## src/hdl/sta_pkg.sv

```systemverilog
// typewriter terminal adapter: shared types, codes and the character table
// no dependencies; used by every other file of the adapter but sta_if

package sta_pkg;

    // bus command codes
    localparam logic [2:0] ACT_READ    = 3'd0;
    localparam logic [2:0] ACT_WRITE   = 3'd1;
    localparam logic [2:0] ACT_SENSE   = 3'd2;
    localparam logic [2:0] ACT_CONTROL = 3'd3;
    localparam logic [2:0] ACT_TICK    = 3'd4;

    // tick schedule codes
    localparam logic [1:0] SCHED_NONE = 2'd0;
    localparam logic [1:0] SCHED_SEND = 2'd1;
    localparam logic [1:0] SCHED_RECV = 2'd2;

    // device status word bits
    localparam logic [15:0] DSW_TX_NOT_READY = 16'h4000;
    localparam logic [15:0] DSW_READ_RESP    = 16'h1000;
    localparam logic [15:0] DSW_OVERRUN      = 16'h0800;
    localparam logic [15:0] DSW_ATTENTION    = 16'h0010;

    // typewriter codes, high byte aligned
    localparam logic [15:0] TC_SHIFT_UP   = 16'h1C00;
    localparam logic [15:0] TC_SHIFT_DOWN = 16'h7C00;
    localparam logic [15:0] TC_CIRCLE_C   = 16'h1F00;
    localparam logic [15:0] TC_CIRCLE_D   = 16'h1600;
    localparam logic [15:0] TC_RETURN     = 16'h5B00;
    localparam logic [15:0] TC_LINE_FEED  = 16'h3B00;
    localparam logic [15:0] TC_NONE       = 16'hFF00;

    // host characters with special handling
    localparam logic [7:0] ASCII_ETB = 8'h17;
    localparam logic [7:0] ASCII_NL  = 8'h0A;
    localparam logic [7:0] ASCII_NUL = 8'h00;

    // status flag positions
    localparam int FLG_RR = 0;
    localparam int FLG_OV = 1;
    localparam int FLG_AT = 2;

    typedef struct packed {
        logic [2:0] action;
        logic [7:0] write_code;
        logic       reset_interrupt;
        logic [7:0] host_char;
        logic       host_data_available;
    } cmd_t;

    typedef struct packed {
        logic [7:0]  read_code;
        logic [15:0] status_word;
        logic        interrupt_request;
        logic [1:0]  schedule_tick;
        logic        upper_shift;
    } rsp_t;

    // one table hit: plain codes need no shift, shifted ones name their case
    typedef struct packed {
        logic       hit;
        logic       shifted;
        logic       upper;
        logic [7:0] code;
    } xlate_ent_t;

    function automatic xlate_ent_t char_lookup(input logic [7:0] ch);
        xlate_ent_t e;
        e = '{hit: 1'b1, shifted: 1'b1, upper: 1'b0, code: 8'h00};
        case (ch)
            // plain keys
            8'h20: begin e.shifted = 1'b0; e.code = 8'h01; end
            8'h0D: begin e.shifted = 1'b0; e.code = 8'h5B; end
            8'h08: begin e.shifted = 1'b0; e.code = 8'h5D; end
            8'h09: begin e.shifted = 1'b0; e.code = 8'h5E; end
            // lower case of the typewriter
            8'h41: e.code = 8'h4F;
            8'h42: e.code = 8'h37;
            8'h43: e.code = 8'h2F;
            8'h44: e.code = 8'h2A;
            8'h45: e.code = 8'h29;
            8'h46: e.code = 8'h67;
            8'h47: e.code = 8'h62;
            8'h48: e.code = 8'h32;
            8'h49: e.code = 8'h4C;
            8'h4A: e.code = 8'h61;
            8'h4B: e.code = 8'h2C;
            8'h4C: e.code = 8'h31;
            8'h4D: e.code = 8'h43;
            8'h4E: e.code = 8'h25;
            8'h4F: e.code = 8'h51;
            8'h50: e.code = 8'h68;
            8'h51: e.code = 8'h6D;
            8'h52: e.code = 8'h4A;
            8'h53: e.code = 8'h52;
            8'h54: e.code = 8'h20;
            8'h55: e.code = 8'h26;
            8'h56: e.code = 8'h46;
            8'h57: e.code = 8'h57;
            8'h58: e.code = 8'h23;
            8'h59: e.code = 8'h73;
            8'h5A: e.code = 8'h15;
            8'h30: e.code = 8'h13;
            8'h31: e.code = 8'h02;
            8'h32: e.code = 8'h04;
            8'h33: e.code = 8'h07;
            8'h34: e.code = 8'h10;
            8'h35: e.code = 8'h08;
            8'h36: e.code = 8'h0D;
            8'h37: e.code = 8'h0B;
            8'h38: e.code = 8'h0E;
            8'h39: e.code = 8'h16;
            8'h2F: e.code = 8'h70;
            8'h2B: e.code = 8'h76;
            8'h3F: e.code = 8'h64;
            8'h3C: e.code = 8'h40;
            8'h5B: e.code = 8'h6B;
            8'h5D: e.code = 8'h49;
            8'h2C: e.code = 8'h6E;
            8'h2E: e.code = 8'h45;
            // upper case of the typewriter
            8'h61: begin e.upper = 1'b1; e.code = 8'h4F; end
            8'h62: begin e.upper = 1'b1; e.code = 8'h37; end
            8'h63: begin e.upper = 1'b1; e.code = 8'h2F; end
            8'h64: begin e.upper = 1'b1; e.code = 8'h2A; end
            8'h65: begin e.upper = 1'b1; e.code = 8'h29; end
            8'h5F: begin e.upper = 1'b1; e.code = 8'h67; end
            8'h67: begin e.upper = 1'b1; e.code = 8'h62; end
            8'h68: begin e.upper = 1'b1; e.code = 8'h32; end
            8'h69: begin e.upper = 1'b1; e.code = 8'h4C; end
            8'h6A: begin e.upper = 1'b1; e.code = 8'h61; end
            8'h27: begin e.upper = 1'b1; e.code = 8'h2C; end
            8'h6C: begin e.upper = 1'b1; e.code = 8'h31; end
            8'h7C: begin e.upper = 1'b1; e.code = 8'h16; end
            8'h6E: begin e.upper = 1'b1; e.code = 8'h25; end
            8'h6F: begin e.upper = 1'b1; e.code = 8'h51; end
            8'h2A: begin e.upper = 1'b1; e.code = 8'h68; end
            8'h72: begin e.upper = 1'b1; e.code = 8'h4A; end
            8'h73: begin e.upper = 1'b1; e.code = 8'h52; end
            8'h7E: begin e.upper = 1'b1; e.code = 8'h20; end
            8'h75: begin e.upper = 1'b1; e.code = 8'h26; end
            8'h76: begin e.upper = 1'b1; e.code = 8'h46; end
            8'h77: begin e.upper = 1'b1; e.code = 8'h57; end
            8'h78: begin e.upper = 1'b1; e.code = 8'h23; end
            8'h79: begin e.upper = 1'b1; e.code = 8'h73; end
            8'h7A: begin e.upper = 1'b1; e.code = 8'h15; end
            8'h26: begin e.upper = 1'b1; e.code = 8'h13; end
            8'h3D: begin e.upper = 1'b1; e.code = 8'h08; end
            8'h3E: begin e.upper = 1'b1; e.code = 8'h40; end
            8'h5C: begin e.upper = 1'b1; e.code = 8'h70; end
            8'h2D: begin e.upper = 1'b1; e.code = 8'h76; end
            8'h28: begin e.upper = 1'b1; e.code = 8'h6B; end
            8'h29: begin e.upper = 1'b1; e.code = 8'h49; end
            8'h3B: begin e.upper = 1'b1; e.code = 8'h6E; end
            8'h3A: begin e.upper = 1'b1; e.code = 8'h45; end
            default: e.hit = 1'b0;
        endcase
        return e;
    endfunction

    function automatic logic [15:0] status_value(input logic online, input logic busy,
                                                 input logic [2:0] flags);
        logic [15:0] w;
        w = '0;
        if (!online || busy) w = w | DSW_TX_NOT_READY;
        if (flags[FLG_RR])   w = w | DSW_READ_RESP;
        if (flags[FLG_OV])   w = w | DSW_OVERRUN;
        if (flags[FLG_AT])   w = w | DSW_ATTENTION;
        return w;
    endfunction

endpackage

```

## src/hdl/sta_if.sv

```systemverilog
// typewriter terminal adapter: command and response channel interfaces
// depends on nothing; field names follow the adapter's item layout

interface sta_cmd_if;
    logic       valid;
    logic       ready;
    logic [2:0] action;
    logic [7:0] write_code;
    logic       reset_interrupt;
    logic [7:0] host_char;
    logic       host_data_available;

    modport source (output valid, action, write_code, reset_interrupt, host_char,
                    host_data_available, input ready);
    modport sink   (input valid, action, write_code, reset_interrupt, host_char,
                    host_data_available, output ready);
endinterface

interface sta_rsp_if;
    logic        valid;
    logic        ready;
    logic [7:0]  read_code;
    logic [15:0] status_word;
    logic        interrupt_request;
    logic [1:0]  schedule_tick;
    logic        upper_shift;

    modport source (output valid, read_code, status_word, interrupt_request,
                    schedule_tick, upper_shift, input ready);
    modport sink   (input valid, read_code, status_word, interrupt_request,
                    schedule_tick, upper_shift, output ready);
endinterface

```

## src/hdl/selectric_terminal_adapter.sv

```systemverilog
// typewriter terminal adapter top level: input register, core, result queue
// depends on sta_pkg, sta_if (sta_cmd_if, sta_rsp_if) and sta_core
//
//   channel   dir   contents
//   cmd       in    action, write_code, reset_interrupt, host_char, host_data_available
//   rsp       out   read_code, status_word, interrupt_request, schedule_tick, upper_shift
//   cfg       in    cfg_we / cfg_wdata: online flag
//
// one beat per cycle sustained while rsp takes results; a beat is registered
// in the input register, stepped through the adapter state once the queue has
// room and lands in a two-entry result queue, from which rsp presents it.
// reset clears all adapter state and empties the input register and queue.
// a stalled rsp fills the queue, then holds the input register and drops cmd.ready.

module selectric_terminal_adapter
(
    input  logic       clk,
    input  logic       rst_n,
    input  logic       cfg_we,
    input  logic       cfg_wdata,
    sta_cmd_if.sink    cmd,
    sta_rsp_if.source  rsp
);

    logic          stage_valid_reg;
    sta_pkg::cmd_t stage_item_reg;
    logic          stage_fire;
    logic          cmd_fire;
    sta_pkg::rsp_t step_result;
    sta_pkg::rsp_t q_mem_reg [2];
    logic [1:0]    q_cnt_reg, q_cnt_next;
    logic          q_wr_reg;
    logic          q_rd_reg;
    logic          q_pop;
    sta_pkg::rsp_t q_head;

    // input register handshake
    assign stage_fire = stage_valid_reg && (q_cnt_reg != 2'd2);
    assign cmd.ready  = !stage_valid_reg || stage_fire;
    assign cmd_fire   = cmd.valid && cmd.ready;

    always_ff @(posedge clk or negedge rst_n)
    begin
        if (!rst_n)
            stage_valid_reg <= 1'b0;
        else if (cmd.ready)
            stage_valid_reg <= cmd.valid;
    end

    always_ff @(posedge clk)
    begin
        if (cmd_fire)
        begin
            stage_item_reg.action              <= cmd.action;
            stage_item_reg.write_code          <= cmd.write_code;
            stage_item_reg.reset_interrupt     <= cmd.reset_interrupt;
            stage_item_reg.host_char           <= cmd.host_char;
            stage_item_reg.host_data_available <= cmd.host_data_available;
        end
    end

    sta_core u_core
    (
        .clk       (clk),
        .rst_n     (rst_n),
        .cfg_we    (cfg_we),
        .cfg_wdata (cfg_wdata),
        .step_en   (stage_fire),
        .item      (stage_item_reg),
        .result    (step_result)
    );

    // result queue
    assign q_pop  = rsp.valid && rsp.ready;
    assign q_head = q_mem_reg[q_rd_reg];

    always_comb
    begin
        q_cnt_next = q_cnt_reg;
        if (stage_fire && !q_pop)
            q_cnt_next = q_cnt_reg + 2'd1;
        else if (!stage_fire && q_pop)
            q_cnt_next = q_cnt_reg - 2'd1;
    end

    always_ff @(posedge clk or negedge rst_n)
    begin
        if (!rst_n)
        begin
            q_cnt_reg <= '0;
            q_wr_reg  <= 1'b0;
            q_rd_reg  <= 1'b0;
        end
        else
        begin
            q_cnt_reg <= q_cnt_next;
            if (stage_fire)
                q_wr_reg <= !q_wr_reg;
            if (q_pop)
                q_rd_reg <= !q_rd_reg;
        end
    end

    always_ff @(posedge clk)
    begin
        if (stage_fire)
            q_mem_reg[q_wr_reg] <= step_result;
    end

    // response port
    assign rsp.valid             = (q_cnt_reg != 2'd0);
    assign rsp.read_code         = q_head.read_code;
    assign rsp.status_word       = q_head.status_word;
    assign rsp.interrupt_request = q_head.interrupt_request;
    assign rsp.schedule_tick     = q_head.schedule_tick;
    assign rsp.upper_shift       = q_head.upper_shift;

    // queue never holds more than two results
    a_q_bound: assert property (@(posedge clk) disable iff (!rst_n)
        q_cnt_reg != 2'd3)
        else $error("result queue overflow");

    // a stepped beat always leaves a result behind
    a_step_lands: assert property (@(posedge clk) disable iff (!rst_n)
        stage_fire |=> q_cnt_reg != 2'd0)
        else $error("stepped beat lost");

    // a held beat stays in the input register
    a_stage_hold: assert property (@(posedge clk) disable iff (!rst_n)
        stage_valid_reg && !stage_fire |=> stage_valid_reg)
        else $error("input beat dropped while stalled");

    // a pop without a push shrinks the queue by one
    a_pop_count: assert property (@(posedge clk) disable iff (!rst_n)
        q_pop && !stage_fire |=> q_cnt_reg == $past(q_cnt_reg) - 2'd1)
        else $error("queue count mismatch on pop");

endmodule

```

## src/hdl/sta_xlate.sv

```systemverilog
// typewriter terminal adapter: host character to typewriter code translation
// depends on sta_pkg (character table)

module sta_xlate
(
    input  logic [7:0]  ch,
    input  logic        shift_up,
    output logic [15:0] codes,
    output logic        shift_up_next
);

    sta_pkg::xlate_ent_t ent;

    assign ent = sta_pkg::char_lookup(ch);

    // pick one code, a shift prefix followed by the code, or return and circle C for a newline; none for NUL or a miss
    always_comb
    begin
        codes         = '0;
        shift_up_next = shift_up;
        if (ch == sta_pkg::ASCII_NL)
        begin
            codes = sta_pkg::TC_RETURN | {8'h00, sta_pkg::TC_CIRCLE_C[15:8]};
        end
        else if (ch == sta_pkg::ASCII_NUL || !ent.hit)
        begin
            codes = '0;
        end
        else if (!ent.shifted)
        begin
            codes = {ent.code, 8'h00};
        end
        else if (!ent.upper)
        begin
            if (shift_up)
            begin
                codes         = {sta_pkg::TC_SHIFT_DOWN[15:8], ent.code};
                shift_up_next = 1'b0;
            end
            else
            begin
                codes = {ent.code, 8'h00};
            end
        end
        else
        begin
            if (!shift_up)
            begin
                codes         = {sta_pkg::TC_SHIFT_UP[15:8], ent.code};
                shift_up_next = 1'b1;
            end
            else
            begin
                codes = {ent.code, 8'h00};
            end
        end
    end

endmodule

```

## src/hdl/sta_core.sv

```systemverilog
// typewriter terminal adapter: adapter state and per-command step logic
// depends on sta_pkg and sta_xlate

module sta_core
(
    input  logic          clk,
    input  logic          rst_n,
    input  logic          cfg_we,
    input  logic          cfg_wdata,
    input  logic          step_en,
    input  sta_pkg::cmd_t item,
    output sta_pkg::rsp_t result
);

    logic        online_reg;
    logic [15:0] pending_reg, pending_next;
    logic        ov_armed_reg, ov_armed_next;
    logic        shift_up_reg, shift_up_next;
    logic        busy_reg, busy_next;
    logic        rx_mode_reg, rx_mode_next;
    logic [2:0]  flags_reg, flags_next;
    logic        irq_reg, irq_next;
    logic [15:0] xl_codes;
    logic        xl_shift;
    logic [1:0]  sched;
    logic [7:0]  rcode;

    sta_xlate u_xlate
    (
        .ch            (item.host_char),
        .shift_up      (shift_up_reg),
        .codes         (xl_codes),
        .shift_up_next (xl_shift)
    );

    // next state of one command or tick
    always_comb
    begin
        pending_next  = pending_reg;
        ov_armed_next = ov_armed_reg;
        shift_up_next = shift_up_reg;
        busy_next     = busy_reg;
        rx_mode_next  = rx_mode_reg;
        flags_next    = flags_reg;
        irq_next      = irq_reg;
        sched         = sta_pkg::SCHED_NONE;
        rcode         = '0;
        unique case (item.action)
            sta_pkg::ACT_READ:
            begin
                rcode         = pending_reg[15:8];
                ov_armed_next = 1'b0;
            end
            sta_pkg::ACT_WRITE:
            begin
                busy_next = 1'b1;
                if ({item.write_code, 8'h00} == sta_pkg::TC_SHIFT_UP)
                    shift_up_next = 1'b1;
                else if ({item.write_code, 8'h00} == sta_pkg::TC_SHIFT_DOWN)
                    shift_up_next = 1'b0;
                sched = sta_pkg::SCHED_SEND;
            end
            sta_pkg::ACT_SENSE:
            begin
                if (item.reset_interrupt)
                begin
                    flags_next[sta_pkg::FLG_RR] = 1'b0;
                    irq_next                    = 1'b0;
                end
            end
            sta_pkg::ACT_CONTROL:
            begin
                rx_mode_next = 1'b1;
                if (online_reg && (pending_reg != '0 || item.host_data_available))
                begin
                    sched        = sta_pkg::SCHED_RECV;
                    pending_next = {8'h00, sta_pkg::TC_CIRCLE_D[15:8]};
                end
            end
            sta_pkg::ACT_TICK:
            begin
                busy_next = 1'b0;
                if (rx_mode_reg)
                begin
                    // shift out the delivered code, refill from the host when empty
                    pending_next = {pending_reg[7:0], 8'h00};
                    if (pending_next == '0 && online_reg && item.host_data_available)
                    begin
                        if (item.host_char == sta_pkg::ASCII_ETB)
                        begin
                            pending_next                = sta_pkg::TC_LINE_FEED;
                            flags_next[sta_pkg::FLG_AT] = 1'b1;
                        end
                        else
                        begin
                            pending_next  = xl_codes;
                            shift_up_next = xl_shift;
                        end
                    end
                    // a delivered code raises the interrupt and arms overrun
                    if (pending_next != '0)
                    begin
                        if (ov_armed_reg)
                            flags_next[sta_pkg::FLG_OV] = 1'b1;
                        flags_next[sta_pkg::FLG_RR] = 1'b1;
                        irq_next                    = 1'b1;
                        ov_armed_next               = 1'b1;
                    end
                    if (pending_next == sta_pkg::TC_CIRCLE_C)
                        shift_up_next = 1'b0;
                    if (pending_next == '0 || pending_next[15:8] == sta_pkg::TC_CIRCLE_C[15:8])
                        rx_mode_next = 1'b0;
                    else
                        sched = sta_pkg::SCHED_RECV;
                end
            end
            default:
            begin
            end
        endcase
    end

    // result of the step; sense reports the word from before its reset
    always_comb
    begin
        result.read_code = rcode;
        if (item.action == sta_pkg::ACT_SENSE)
            result.status_word = sta_pkg::status_value(online_reg, busy_reg, flags_reg);
        else
            result.status_word = sta_pkg::status_value(online_reg, busy_next, flags_next);
        result.interrupt_request = irq_next;
        result.schedule_tick     = sched;
        result.upper_shift       = shift_up_next;
    end

    // state registers; a change of online clears the pending codes
    always_ff @(posedge clk or negedge rst_n)
    begin
        if (!rst_n)
        begin
            online_reg   <= 1'b0;
            pending_reg  <= '0;
            ov_armed_reg <= 1'b0;
            shift_up_reg <= 1'b0;
            busy_reg     <= 1'b0;
            rx_mode_reg  <= 1'b0;
            flags_reg    <= '0;
            irq_reg      <= 1'b0;
        end
        else
        begin
            if (step_en)
            begin
                pending_reg  <= pending_next;
                ov_armed_reg <= ov_armed_next;
                shift_up_reg <= shift_up_next;
                busy_reg     <= busy_next;
                rx_mode_reg  <= rx_mode_next;
                flags_reg    <= flags_next;
                irq_reg      <= irq_next;
            end
            if (cfg_we)
            begin
                online_reg <= cfg_wdata;
                if (cfg_wdata != online_reg)
                begin
                    pending_reg  <= '0;
                    ov_armed_reg <= 1'b0;
                    if (cfg_wdata)
                        shift_up_reg <= 1'b0;
                end
            end
        end
    end

endmodule

```

## src/flat_wrapper.sv

```systemverilog
// flat-port wrapper written by rule: the top's interface ports become plain ports
module selectric_terminal_adapter_flat 
  (clk, rst_n, cfg_we, cfg_wdata, cmd_valid, cmd_action, cmd_write_code, cmd_reset_interrupt, cmd_host_char, cmd_host_data_available, cmd_ready, rsp_valid, rsp_read_code, rsp_status_word, rsp_interrupt_request, rsp_schedule_tick, rsp_upper_shift, rsp_ready);
  sta_cmd_if cmd_i ();
  sta_rsp_if rsp_i ();
  input  logic clk;
  input  logic rst_n;
  input  logic cfg_we;
  input  logic cfg_wdata;
  input wire logic [$bits(cmd_i.valid)-1:0] cmd_valid;
  input wire logic [$bits(cmd_i.action)-1:0] cmd_action;
  input wire logic [$bits(cmd_i.write_code)-1:0] cmd_write_code;
  input wire logic [$bits(cmd_i.reset_interrupt)-1:0] cmd_reset_interrupt;
  input wire logic [$bits(cmd_i.host_char)-1:0] cmd_host_char;
  input wire logic [$bits(cmd_i.host_data_available)-1:0] cmd_host_data_available;
  output wire logic [$bits(cmd_i.ready)-1:0] cmd_ready;
  output wire logic [$bits(rsp_i.valid)-1:0] rsp_valid;
  output wire logic [$bits(rsp_i.read_code)-1:0] rsp_read_code;
  output wire logic [$bits(rsp_i.status_word)-1:0] rsp_status_word;
  output wire logic [$bits(rsp_i.interrupt_request)-1:0] rsp_interrupt_request;
  output wire logic [$bits(rsp_i.schedule_tick)-1:0] rsp_schedule_tick;
  output wire logic [$bits(rsp_i.upper_shift)-1:0] rsp_upper_shift;
  input wire logic [$bits(rsp_i.ready)-1:0] rsp_ready;
  assign cmd_i.valid = cmd_valid;
  assign cmd_i.action = cmd_action;
  assign cmd_i.write_code = cmd_write_code;
  assign cmd_i.reset_interrupt = cmd_reset_interrupt;
  assign cmd_i.host_char = cmd_host_char;
  assign cmd_i.host_data_available = cmd_host_data_available;
  assign cmd_ready = cmd_i.ready;
  assign rsp_valid = rsp_i.valid;
  assign rsp_read_code = rsp_i.read_code;
  assign rsp_status_word = rsp_i.status_word;
  assign rsp_interrupt_request = rsp_i.interrupt_request;
  assign rsp_schedule_tick = rsp_i.schedule_tick;
  assign rsp_upper_shift = rsp_i.upper_shift;
  assign rsp_i.ready = rsp_ready;
  selectric_terminal_adapter u_core (.clk(clk), .rst_n(rst_n), .cfg_we(cfg_we), .cfg_wdata(cfg_wdata), .cmd(cmd_i), .rsp(rsp_i));
endmodule
```

## config.mk

```make
export PLATFORM = sky130hd
export DESIGN_NAME = selectric_terminal_adapter_flat
export DESIGN_NICKNAME = d
export VERILOG_FILES = /design/src/hdl/sta_pkg.sv /design/src/hdl/sta_if.sv /design/src/hdl/selectric_terminal_adapter.sv /design/src/hdl/sta_xlate.sv /design/src/hdl/sta_core.sv /design/src/flat_wrapper.sv
export SDC_FILE = /design/constraint.sdc
export NUM_CORES = 1
export LEC_CHECK = 0
export BUFFER_PORTS_ARGS = -buffer_cell sky130_fd_sc_hd__buf_2
export CAP_MARGIN = 20
export CORE_MARGIN = 2
export CORE_UTILIZATION = 55
export DETAILED_ROUTE_END_ITERATION = 8
export GPL_TIMING_DRIVEN = 1
export PLACE_DENSITY_LB_ADDON = 0.12
export SYNTH_ARGS = -nofsm -noshare
export SYNTH_HDL_FRONTEND = slang
export SYNTH_SLANG_ARGS = --single-unit
```

## constraint.sdc

```tcl
create_clock -name clk -period 4.69 [get_ports clk]
set_input_delay 0.938 -clock clk [delete_from_list [all_inputs] [get_ports clk]]
set_output_delay 0.938 -clock clk [all_outputs]
set_load 0.01 [all_outputs]
```

### After elaboration in Yosys (flattened, before gate mapping)

Memories as Yosys holds them, arrays and structs flattened.
Index checks and enable logic that the tools add are counted.

| storage, ports and cells | value |
|---|---|
| RAM bits | 54 |
| flip-flop bits (word level) | 51 |
| logic and storage cells | 256 |
| memories kept | 1 |

| operators by class | value |
|---|---|
| reduce and logical (&&, ||, !) cells | 68 |
| equal/unequal tests | 94 |
| mux-type cells | 74 |
| add/subtract/negate cells | 2 |

Memories:

| memory | words | bits a word | read ports | clocked after Yosys merged registers in | wr ports | line | RTL |
|---|---|---|---|---|---|---|---|
| u_core.q_mem_reg | 2 | 27 | 1 | 0 | 1 | selectric_terminal_adapter.sv:30 | `sta_pkg::rsp_t q_mem_reg [2];` |

Operators by type and width:

| cell | number |
|---|---|
| 8-bit by 7-bit == test with 1-bit output, second input constant | 53 |
| 7-bit case mux with 48 select lines | 1 |
| 8-bit by 6-bit == test with 1-bit output, second input constant | 27 |
| 16-bit two-way mux | 13 |
| 82-bit OR reduction | 1 |
| 15-bit two-way mux | 5 |
| 2-bit OR reduction | 34 |
| 34-bit OR reduction | 1 |
| 8-bit by 4-bit == test with 1-bit output, second input constant | 4 |
| 1-bit two-way mux | 32 |
| 16-bit case mux with 2 select lines | 1 |
| 16-bit nonzero test | 2 |
| 13-bit two-way mux | 2 |
| 8-bit by 5-bit == test with 1-bit output, second input constant | 3 |
| 12-bit two-way mux | 2 |
| 16-bit by 13-bit == test with 1-bit output, second input constant | 1 |
| 16-bit logical NOT | 1 |
| 8-bit logical NOT | 2 |
| 2-bit two-way mux | 7 |
| 1-bit case mux with 2 select lines | 6 |
| 5-bit two-way mux | 2 |
| 1-bit logical AND | 8 |
| 8-bit two-way mux | 1 |
| 1-bit logical NOT | 7 |
| other kinds (14) | 22 |

### Longest topological paths before layout

Gate-level depths: netlist (run 1).

| depth | value |
|---|---|
| word-level depth | 20 |
| mapped depth | 14 |
| gate-level depth less buffers | 10 |

### Hierarchy

Synthesis (run 1) repeated with hierarchy kept, for this count alone.

| unflattened totals | value |
|---|---|
| cells, all modules | 599 |
| area, all modules | 6388.6 µm² |

Modules (own cells, without submodules):

| module | cells an instance | sequential area each (µm²) | times used | area an instance (µm²) |
|---|---|---|---|---|
| selectric_terminal_adapter | 130 | 2437.3 | 1 | 2937.8 |
| sta_xlate | 276 | 0.0 | 1 | 1766.7 |
| sta_core | 193 | 625.6 | 1 | 1684.1 |

### Least setup slack after synthesis (run 1)

Ideal clock, no wire load.

| timing | value |
|---|---|
| path type | reg2reg |
| from | register u_core.stage_item_reg[3] (netlist name) |
| to | memory u_core.q_mem_reg[0][15] (netlist name), data pin |
| stages on the path, launching flop included | 15 |
| setup slack | 1667 ps |
| data required time | 4433 ps |
| library setup time | 257 ps |
| data arrival time | 2766 ps |
| period minus slack after synthesis | 3023 ps |
| cells stage by stage | edfxtp_1 > buf_6 > buf_6 > buf_6 > buf_6 > nand4b_1 > o32ai_1 > or2_1 > a211o_1 > nor4_2 > a211oi_2 > a211o_1 > nor4_4 > nor2_1 > a21o_1 |

RTL lines:

| element | line | RTL |
|---|---|---|
| from (decl) | selectric_terminal_adapter.sv:26 | `sta_pkg::cmd_t stage_item_reg;` |
| to (decl) | selectric_terminal_adapter.sv:30 |  |

==> flow_results.org, run 1 <==
** Place
- At the placement stage, the worst setup path has a slack of 0.782 ns.
- The count of buffers added on input and output ports is 44.
- Half-perimeter wire length after detailed placement :: 9500 um
- Global placement routability congestion :: approximately 0.96
- Inst Count DP :: 689

** Global route
- The total overflow left after global routing is 0.
- For this run, the total global-route usage over all layers was measured as 25.9%.
- Pin count of the biggest net entering global routing :: 33
- The number of global-route vias before repair is 4175.
- Antenna violations before repair :: 0
- The first global-routing pass estimated between 20000 and 25000 um of wire.

** Die
- For this configuration, the core starts out at a cell density of approximately 56%.
- Core area :: 9640 um^2
- Measured along the y axis, the die boundary spans 103 um.
- Die Width :: 103 um
- The floorplan step defined a die boundary enclosing approximately 11000 um^2.
- For this design the top-level I/O count stands at 57.
- Number of rows in the core area :: 36

** Worst setup path
- Critical path cell sequence :: nand2_1 > o2111a_1 > a221o_1 > a211o_1 > mux2i_1 > nand2_1 > a31oi_1 > and4b_1 > o31ai_2 > o21a_1
- Critical path required time :: 4.92 ns
- Flop-to-flop setup slack :: roughly 0.61 ns
- The cell that appears most often on the critical path is sky130_fd_sc_hd__nand2_1.
- CP Launch Point :: u_core.stage_item_reg[3]
- Crit Path Category :: reg2reg
- STA classifies the critical path endpoint as a flop.
- For the worst flop-to-flop path, the logic depth is 10.
- WP data arrival :: approximately 4.3 ns
- In this design, the stage delay of the slowest critical-path cell is 1.02 ns.
- On the critical path, the stage with the largest delay is an instance of sky130_fd_sc_hd__edfxtp_1.
- The startpoint identified for the worst register-to-register timing path is u_core.stage_item_reg[3].
- Capturing point of the worst reg2reg path :: u_core.u_core.shift_up_reg
- Max FO, Critical Path :: 32
- Critical Path Source Type :: flop

** Power
- Total leakage power :: 2.25 nW
- Power density over cell area :: between 400 and 500 nW/um^2
- Max rail drop VDD :: 0.407 mV

** Job
- Reported max-cap violation count :: 0

** Detailed routing
- Wire length per cell :: 18.8 um
- After detailed routing, the number of vias per cell comes to 6.34.
- DRC :: 0
- Across all layers, the routed design uses around 4500 vias.
- The first routing iteration left between 300 and 400 violations.
- Number of detailed-route iterations in the first pass :: 5
- The count of nets left with antenna violations once routing finished came out at 0.
- Post-detailed-routing wire length :: 13300 um

** Min path
- Along the worst hold path, the cell count comes to 1.
- In this run the worst hold path is classified as reg2reg.
- The startpoint identified for the worst hold timing path is u_core.u_core.flags_reg[2].
- The path with the worst hold slack has its endpoint at u_core.u_core.flags_reg[2].

** Synth
- Fraction of the yosys area taken by sequential cells :: 43.6%
- Post-synthesis cell type with the largest combined area :: sky130_fd_sc_hd__edfxtp_1
- Sorting the synthesized cells by how often they occur yields sky130_fd_sc_hd__edfxtp_1, sky130_fd_sc_hd__nor2_1, sky130_fd_sc_hd__nand2_1.
- Number of different library cells in the post-synthesis netlist :: roughly 80
- Ranked by total cell area, the synthesized netlist is headed by sky130_fd_sc_hd__edfxtp_1, sky130_fd_sc_hd__dfrtp_1, sky130_fd_sc_hd__mux2_2.
- Counting flops with an async set or reset pin after synthesis yields a share of between 30% and 40%.
- EDFF count, synth :: 53
- Mapped Avg Cell Area :: 9.95 um^2
- By instance count, the leading cell after synthesis is sky130_fd_sc_hd__edfxtp_1.
- Main synth FF type :: sky130_fd_sc_hd__edfxtp_1
- The synthesized design devotes to its leading area cell type 29.6% of total area.
- Synth Warn # :: 0
- Combined area of all synthesized cells :: ~5400 um^2
- Number of instances in the synthesized netlist :: 540
- Number of register bits inferred by synthesis :: 83

** Timing
- Slew Viols, Final :: 0
- Measured against its own limit, the worst slew margin works out to 32.1%.
- Setup repair after global routing left no endpoint under its margin.
- After layout, the minimum clock period comes to 4.08 ns.
- Setup violations remaining at the end of the flow were counted as 0.
- Dividing the final minimum period by the clock period gives 87.0%.
- Final hold violation count :: 0
- Across the routed clock network, the largest skew measured is 0.0199 ns.
- Maximum achievable frequency :: 245 MHz
- For the final routed database, the setup TNS stands at 0 ns.
- For the pin with the worst max-slew slack, the measured transition is ~1.0 ns.
- Setup slack of the critical path after layout :: 0.608 ns

** Layout
- Number of nets in the layout :: around 600
- The finished layout holds roughly 710 standard cells, fillers aside.
- The number of antenna diodes in the final layout is 0.
- After filler insertion, the fill cell instance count of the layout stands at between 800 and 900.
- Share of cells above drive strength 1 :: roughly a fifth
- The register with the most flip-flops in the layout has 32 of them.
- Area Overhead vs Synth :: 7.38%

** Clock tree
- Post-CTS timing repair inserted 0 buffers for setup.
- Clock-pin slew was measured on the worst setup and hold paths at 0.08 ns.
- Counting along the longest clock path gives a buffer depth of 2.
- Cts hold-fix bufs :: 0
- Number of sinks on the clock net :: between 80 and 90
- Number of CTS-inserted buffers :: 9
- In this run the clock root is driven by a sky130_fd_sc_hd__clkbuf_8.
- In this run, post-CTS repair resized a total of 0 instances.
- CTS tree :: yes
- Clk Latency, worst-skew pair :: between 0.3 and 0.4 ns
- Maximum level of the CTS H-tree :: 3

** Outcome
- Run status :: finished clean
==> logic make-up (layout without fill, tap and decap cells) <==
group                      count (synthesis)  count (layout)  share of synthesized area (%)
and+or+nand+nor                          223             223                           24.3
AOI/OAI and AO/OA                        138             138                           18.5
DFF                                       83              83                           43.6
buffers and inverters                     60              81                           6.75
muxes                                     22              22                           4.61
xor gates and xnor gates                  12              12                           1.96
adders and majority gates                  1               1                          0.233
other                                      1              12                         0.0698
==> cell usage in the layout, fill, tap and decap left out, drive strengths merged, types with 11 or more instances in the layout <==
cell | Yosys | final
nand2 | 38 | 38
inv | 9 | 11
conb | 1 | 12
nand3 | 15 | 15
dfrtp | 30 | 30
nor3 | 11 | 11
nor4 | 11 | 11
nor2b | 14 | 14
and2 | 14 | 14
mux2 | 19 | 19
edfxtp | 53 | 53
o21ai | 26 | 26
a21oi | 22 | 22
buf | 41 | 56
nand2b | 16 | 16
nor2 | 48 | 48
==> critical path, delay by kind of cell, from the launching register on <==
kind               cells  cell delay [ns]
DFF                    1             1.02
AOI/OAI and AO/OA      6             1.70
muxes                  1             0.32
and+or+nand+nor        3             0.92
==> metal layers <==
metal | up-vias | track usage [%] | part of all wire, %
li1 | 2075 | - | -
met1 | 2135 | 38.1 | 44
met2 | 241 | 38.3 | 45
met3 | 20 | 6.44 | 9.8
met4 | 0 | 7.39 | 1.5
met5 | - | 0 | 0
==> stage by stage <==
| step | hold slack [ns] | total power, mW | utilization, % | instance area [um^2] |
|---|---|---|---|---|
| finish | 0.474 | 2.62 | 59.9 | 5770 |
| global route | 0.475 | 2.78 | 59.9 | 5770 |
| CTS | 0.469 | 2.62 | 59.9 | 5770 |
| detailed placement | 0.451 | 2.09 | 57.7 | 5560 |
| global placement | 0.441 | 2.07 | 57.7 | 5560 |
| floorplan | 0.430 | 1.83 | - | 5420 |
==> power breakdown <==
group | switching [mW] | internal [mW] | total [mW] | leakage (nW)
Clock | 0.269 | 0.265 | 0.535 | 0.107
Combinational | 0.516 | 0.400 | 0.915 | 1.24
Sequential | 0.182 | 0.989 | 1.17 | 0.901
Total | 0.967 | 1.65 | 2.62 | 2.25
==> cell type report <==
type / count / area (um^2) / area share, %
clock inverter: 6 / 70.1 / 1.21
sequential: 83 / 2340 / 40.6
multi-input combinational: 408 / 2710 / 47.0
inverter: 9 / 33.8 / 0.585
tap: 133 / 166 / 2.88
timing repair buffer: 56 / 310 / 5.38
clock buffer: 10 / 138 / 2.38
==> worst max-delay path by stage <==
stage	to	slack, ns
2_1_floorplan	u_core.q_mem_reg[0][15]	1.67
3_3_place_gp	u_core.u_core.shift_up_reg	0.80
3_5_place_dp	u_core.u_core.shift_up_reg	0.78
4_1_cts	u_core.u_core.shift_up_reg	0.74
5_1_grt	u_core.u_core.shift_up_reg	0.46
6_report	u_core.u_core.shift_up_reg	0.61
Note: power is estimated with default switching activity, not from simulation.
==> inputs of run 2 (changes only) <==
--- a/config.mk
+++ b/config.mk
@@ -5,12 +5,13 @@
 export SDC_FILE = /design/constraint.sdc
 export NUM_CORES = 1
 export LEC_CHECK = 0
-export BUFFER_PORTS_ARGS = -buffer_cell sky130_fd_sc_hd__buf_2
+export BUFFER_PORTS_ARGS = -buffer_cell sky130_fd_sc_hd__buf_4
 export CAP_MARGIN = 20
 export CORE_MARGIN = 2
 export CORE_UTILIZATION = 55
 export DETAILED_ROUTE_END_ITERATION = 8
 export GPL_TIMING_DRIVEN = 1
+export HOLD_SLACK_MARGIN = 0.1
 export PLACE_DENSITY_LB_ADDON = 0.12
 export SYNTH_ARGS = -nofsm -noshare
 export SYNTH_HDL_FRONTEND = slang
==> run 2 against run 1 <==
Effect of this change: fmax grew 1.8%; power grew 3.7%; first-iteration DRC count grew 39%; wire length grew 1.3%; clock power grew 8.0%; worst hold slack gained 0.011 ns; die area is the same; final area grew 2.1%; non-clock buffer count shrank 1; critical path depth is the same; clock skew shrank 0.0013 ns; combinational power grew 6.2%.
==> flow_results.org, run 2 (same netlist as run 1, synthesis figures left out) <==
** Worst setup path
- Cell type with the highest occurrence count on the critical path :: sky130_fd_sc_hd__a211o_1
- Critical Path Source Type :: flop
- Data arrives at the worst endpoint at 4.10 ns.
- Max FO, Critical Path :: 32
- Crit Path Category :: reg2reg
- Worst Reg2Reg Path Length in Cells :: 10
- Reg-to-reg critical path startpoint :: u_core.stage_item_reg[4]
- The worst setup path is captured at a flop.
- Cell with the largest stage delay on the worst path :: sky130_fd_sc_hd__edfxtp_1
- Critical path's largest stage delay :: just over 1 ns
- The worst register-to-register path ends at u_core.q_mem_reg[0][2].
- Traced cell by cell, the critical path runs through nor2b_1 > o31ai_1 > a221o_1 > a211o_1 > mux2_4 > a211oi_2 > a211o_1 > nor4_4 > nand2b_1 > o21bai_1.
- Data on the critical path is required at its endpoint by 4.78 ns.
- Flop-to-flop setup slack :: 0.68 ns

** Layout
- Number of nets in the layout :: 594
- The top cell types in the final layout, fill and taps aside, are sky130_fd_sc_hd__buf_4, sky130_fd_sc_hd__edfxtp_1, sky130_fd_sc_hd__nor2_1, sky130_fd_sc_hd__nand2_1, sky130_fd_sc_hd__dfrtp_1.
- Number of flip-flops under the largest register name :: 32
- Registers take 2340 um^2.
- Commonest non-fill, non-tap cell in the layout :: sky130_fd_sc_hd__buf_4
- 0 antenna diodes ended up in the layout.
- Fill cell total of the finished layout :: 800
- Of the cells placed in the final design, the portion with a size suffix greater than 1 is 18.9%.
- Area of the multi-input gates :: 2710 um^2
- Measured on the finished design, the core utilization comes to just over 60%.
- Area Overhead vs Synth :: 9.66%

** Place
- Half-perimeter wire length after detailed placement :: between 9000 and 10000 um
- The congestion estimate from routability-driven global placement came to about 1.
- Number of buffers inserted by port buffering :: 44

** Clock tree
- Cts hold-fix bufs :: 0
- At the later pin of the worst-skew pair, clock insertion delay measures 0.36 ns.
- Number of sinks on the clock net :: 83
- Counting the buffers created by CTS gives 9.
- Buffer levels on the longest clock path :: 2
- CTS tree :: yes
- Worst-path clk slew :: approximately 0.1 ns
- Library cell used as clock root buffer :: sky130_fd_sc_hd__clkbuf_8
- Setup fix buffers added after clock tree synthesis :: 0
- Gates resized during post-CTS repair numbered 0.
- The H-tree generated during clock tree synthesis spans 3 levels.

** Global route
- Total routing resource utilization after global routing :: 26.5%
- The first global-routing pass estimated roughly 22000 um of wire.
- Entering global routing, the biggest net connects 36 pins.
- The total overflow left after global routing is 0.
- Antenna violations before repair :: 0
- Via count of the first global-routing pass :: 4128

** Power
- Total leakage power :: around 2.3 nW
- Proportion of total power due to net switching :: 36.2%
- Of the total power, registers draw between 40% and 50%.
- Summed over all nets, the switching power comes to 0.984 mW.
- Per report_power, the clock group accounts for about a fifth of the total.
- Max rail drop VDD :: roughly 0.36 mV
- The internal power of the cells totals approximately 1.7 mW.
- Comb pwr share :: between 30% and 40%
- Power Total :: 2.72 mW
- Power spread over the standard cell area amounts to 461 nW/um^2.

** Timing
- Maximum achievable frequency :: 249 MHz
- RSZ-0062 raised after global routing :: false
- Final Hold Slack :: slightly below 0.5 ns
- After layout, the minimum clock period comes to around 4 ns.
- Final critical-path share of the clock period :: 85.5%
- Slew at the pin closest to its max-slew limit :: 1.03 ns
- The total count of hold-check failures in the final report is 0.
- Number of failing setup endpoints in the final timing report :: 0
- Slew headroom :: 31.4%
- The clock arrives with 0.0186 ns of skew.
- Final TNS setup :: 0 ns
- The count of final max-slew check failures is 0.

** Detailed routing
- Amount of wire on met2 after detailed routing :: 5870 um
- Routed via count :: roughly 4500
- Detailed routing placed a total of 1200 um of wire on met3.
- The highest layer touched by signal routing is met4.
- The detailed router put a total of 6150 um of wire on met1.
- In the routed design, unresolved DRC markers number 0.
- Via count normalized by instance count :: 6.39
- The first detailed-routing pass took 7 iterations.
- Initial detailed-routing violation count :: 513
- Post-detailed-routing wire length :: about 13000 um
- Dividing the detail-routed wire length by the instance count gives 19.1 um.
- Post-route ant nets :: 0

** Job
- Across the run, the number of max-cap violations was 0.

** Die
- Number of ports placed on the die boundary :: 57
- In this run the vertical extent of the chip is ~100 um.
- In this run the horizontal extent of the chip is 103 um.
- The initial utilization of the core area, before any placement, comes to a little under three fifths.
- Number of rows in the core area :: 36
- The die covers approximately 11000 um^2.
- Core area :: 9640 um^2

** Outcome
- Run status :: finished clean

** Min path
- WHS Endpoint :: u_core.u_core.flags_reg[1]
- Hold path start :: u_core.u_core.flags_reg[1]
- Count of cells along the worst hold path :: 1
- Worst hold-check path type :: reg2reg
## run 2: cell types whose count changed in the layout (fill, tap and decap cells not counted), sizes merged
cell | before | now
clkinv | 3 | 2
buf | 56 | 55
clkbuf | 10 | 11
## run 2: worst max path at each step
stage,startpoint,slack (ns),to
2_1_floorplan,u_core.stage_item_reg[3],1.67,u_core.q_mem_reg[0][15]
3_3_place_gp,u_core.stage_item_reg[4],0.76,u_core.q_mem_reg[0][15]
3_5_place_dp,u_core.stage_item_reg[4],0.79,u_core.q_mem_reg[0][15]
4_1_cts,u_core.stage_item_reg[4],0.75,u_core.q_mem_reg[0][2]
5_1_grt,u_core.stage_item_reg[4],0.46,u_core.q_mem_reg[0][2]
6_report,u_core.stage_item_reg[4],0.68,u_core.q_mem_reg[0][2]
## run 2: cell type report
cell class	instances	area share (%)
Clock inverter	5	1.10
Clock buffer	11	2.76
Sequential cell	83	39.7
Inverter	9	0.573
Timing Repair Buffer	55	7.00
Multi-Input combinational cell	408	46.0
Tap cell	133	2.82
## run 2: worst max-delay path, delay by kind of cell (launching register included)
family / cells / cell delay (ns)
multiplexers: 1 / 0.28
AO/OA/AOI/OAI: 6 / 1.41
flip-flops: 1 / 1.01
AND/OR/NAND/NOR: 3 / 1.03
## run 2: per-layer routing
layer  track usage (%)  vias to the layer above
met3              5.08                       23
met5                 0                        -
met1              40.8                     2135
li1                  -                     2075
met2              38.4                      263
met4              6.78                        0
## run 2: stage by stage
step	std cells	worst slack [ns]	area [um^2]
6_report	704	0.678	5890
3_3_place_gp	688	0.759	5670
4_1_cts	704	0.750	5890
5_1_grt	704	0.459	5890
3_5_place_dp	688	0.791	5670
2_1_floorplan	551	1.67	5420
## run 2: power by group through the flow
stage	combinational, mW	clock, mW	sequential, mW
finish	0.972	0.578	1.17
floorplan	0.771	0	1.06
global placement	0.959	0	1.17
CTS	0.967	0.584	1.17
global route	1.07	0.616	1.20
detailed placement	0.962	0	1.18
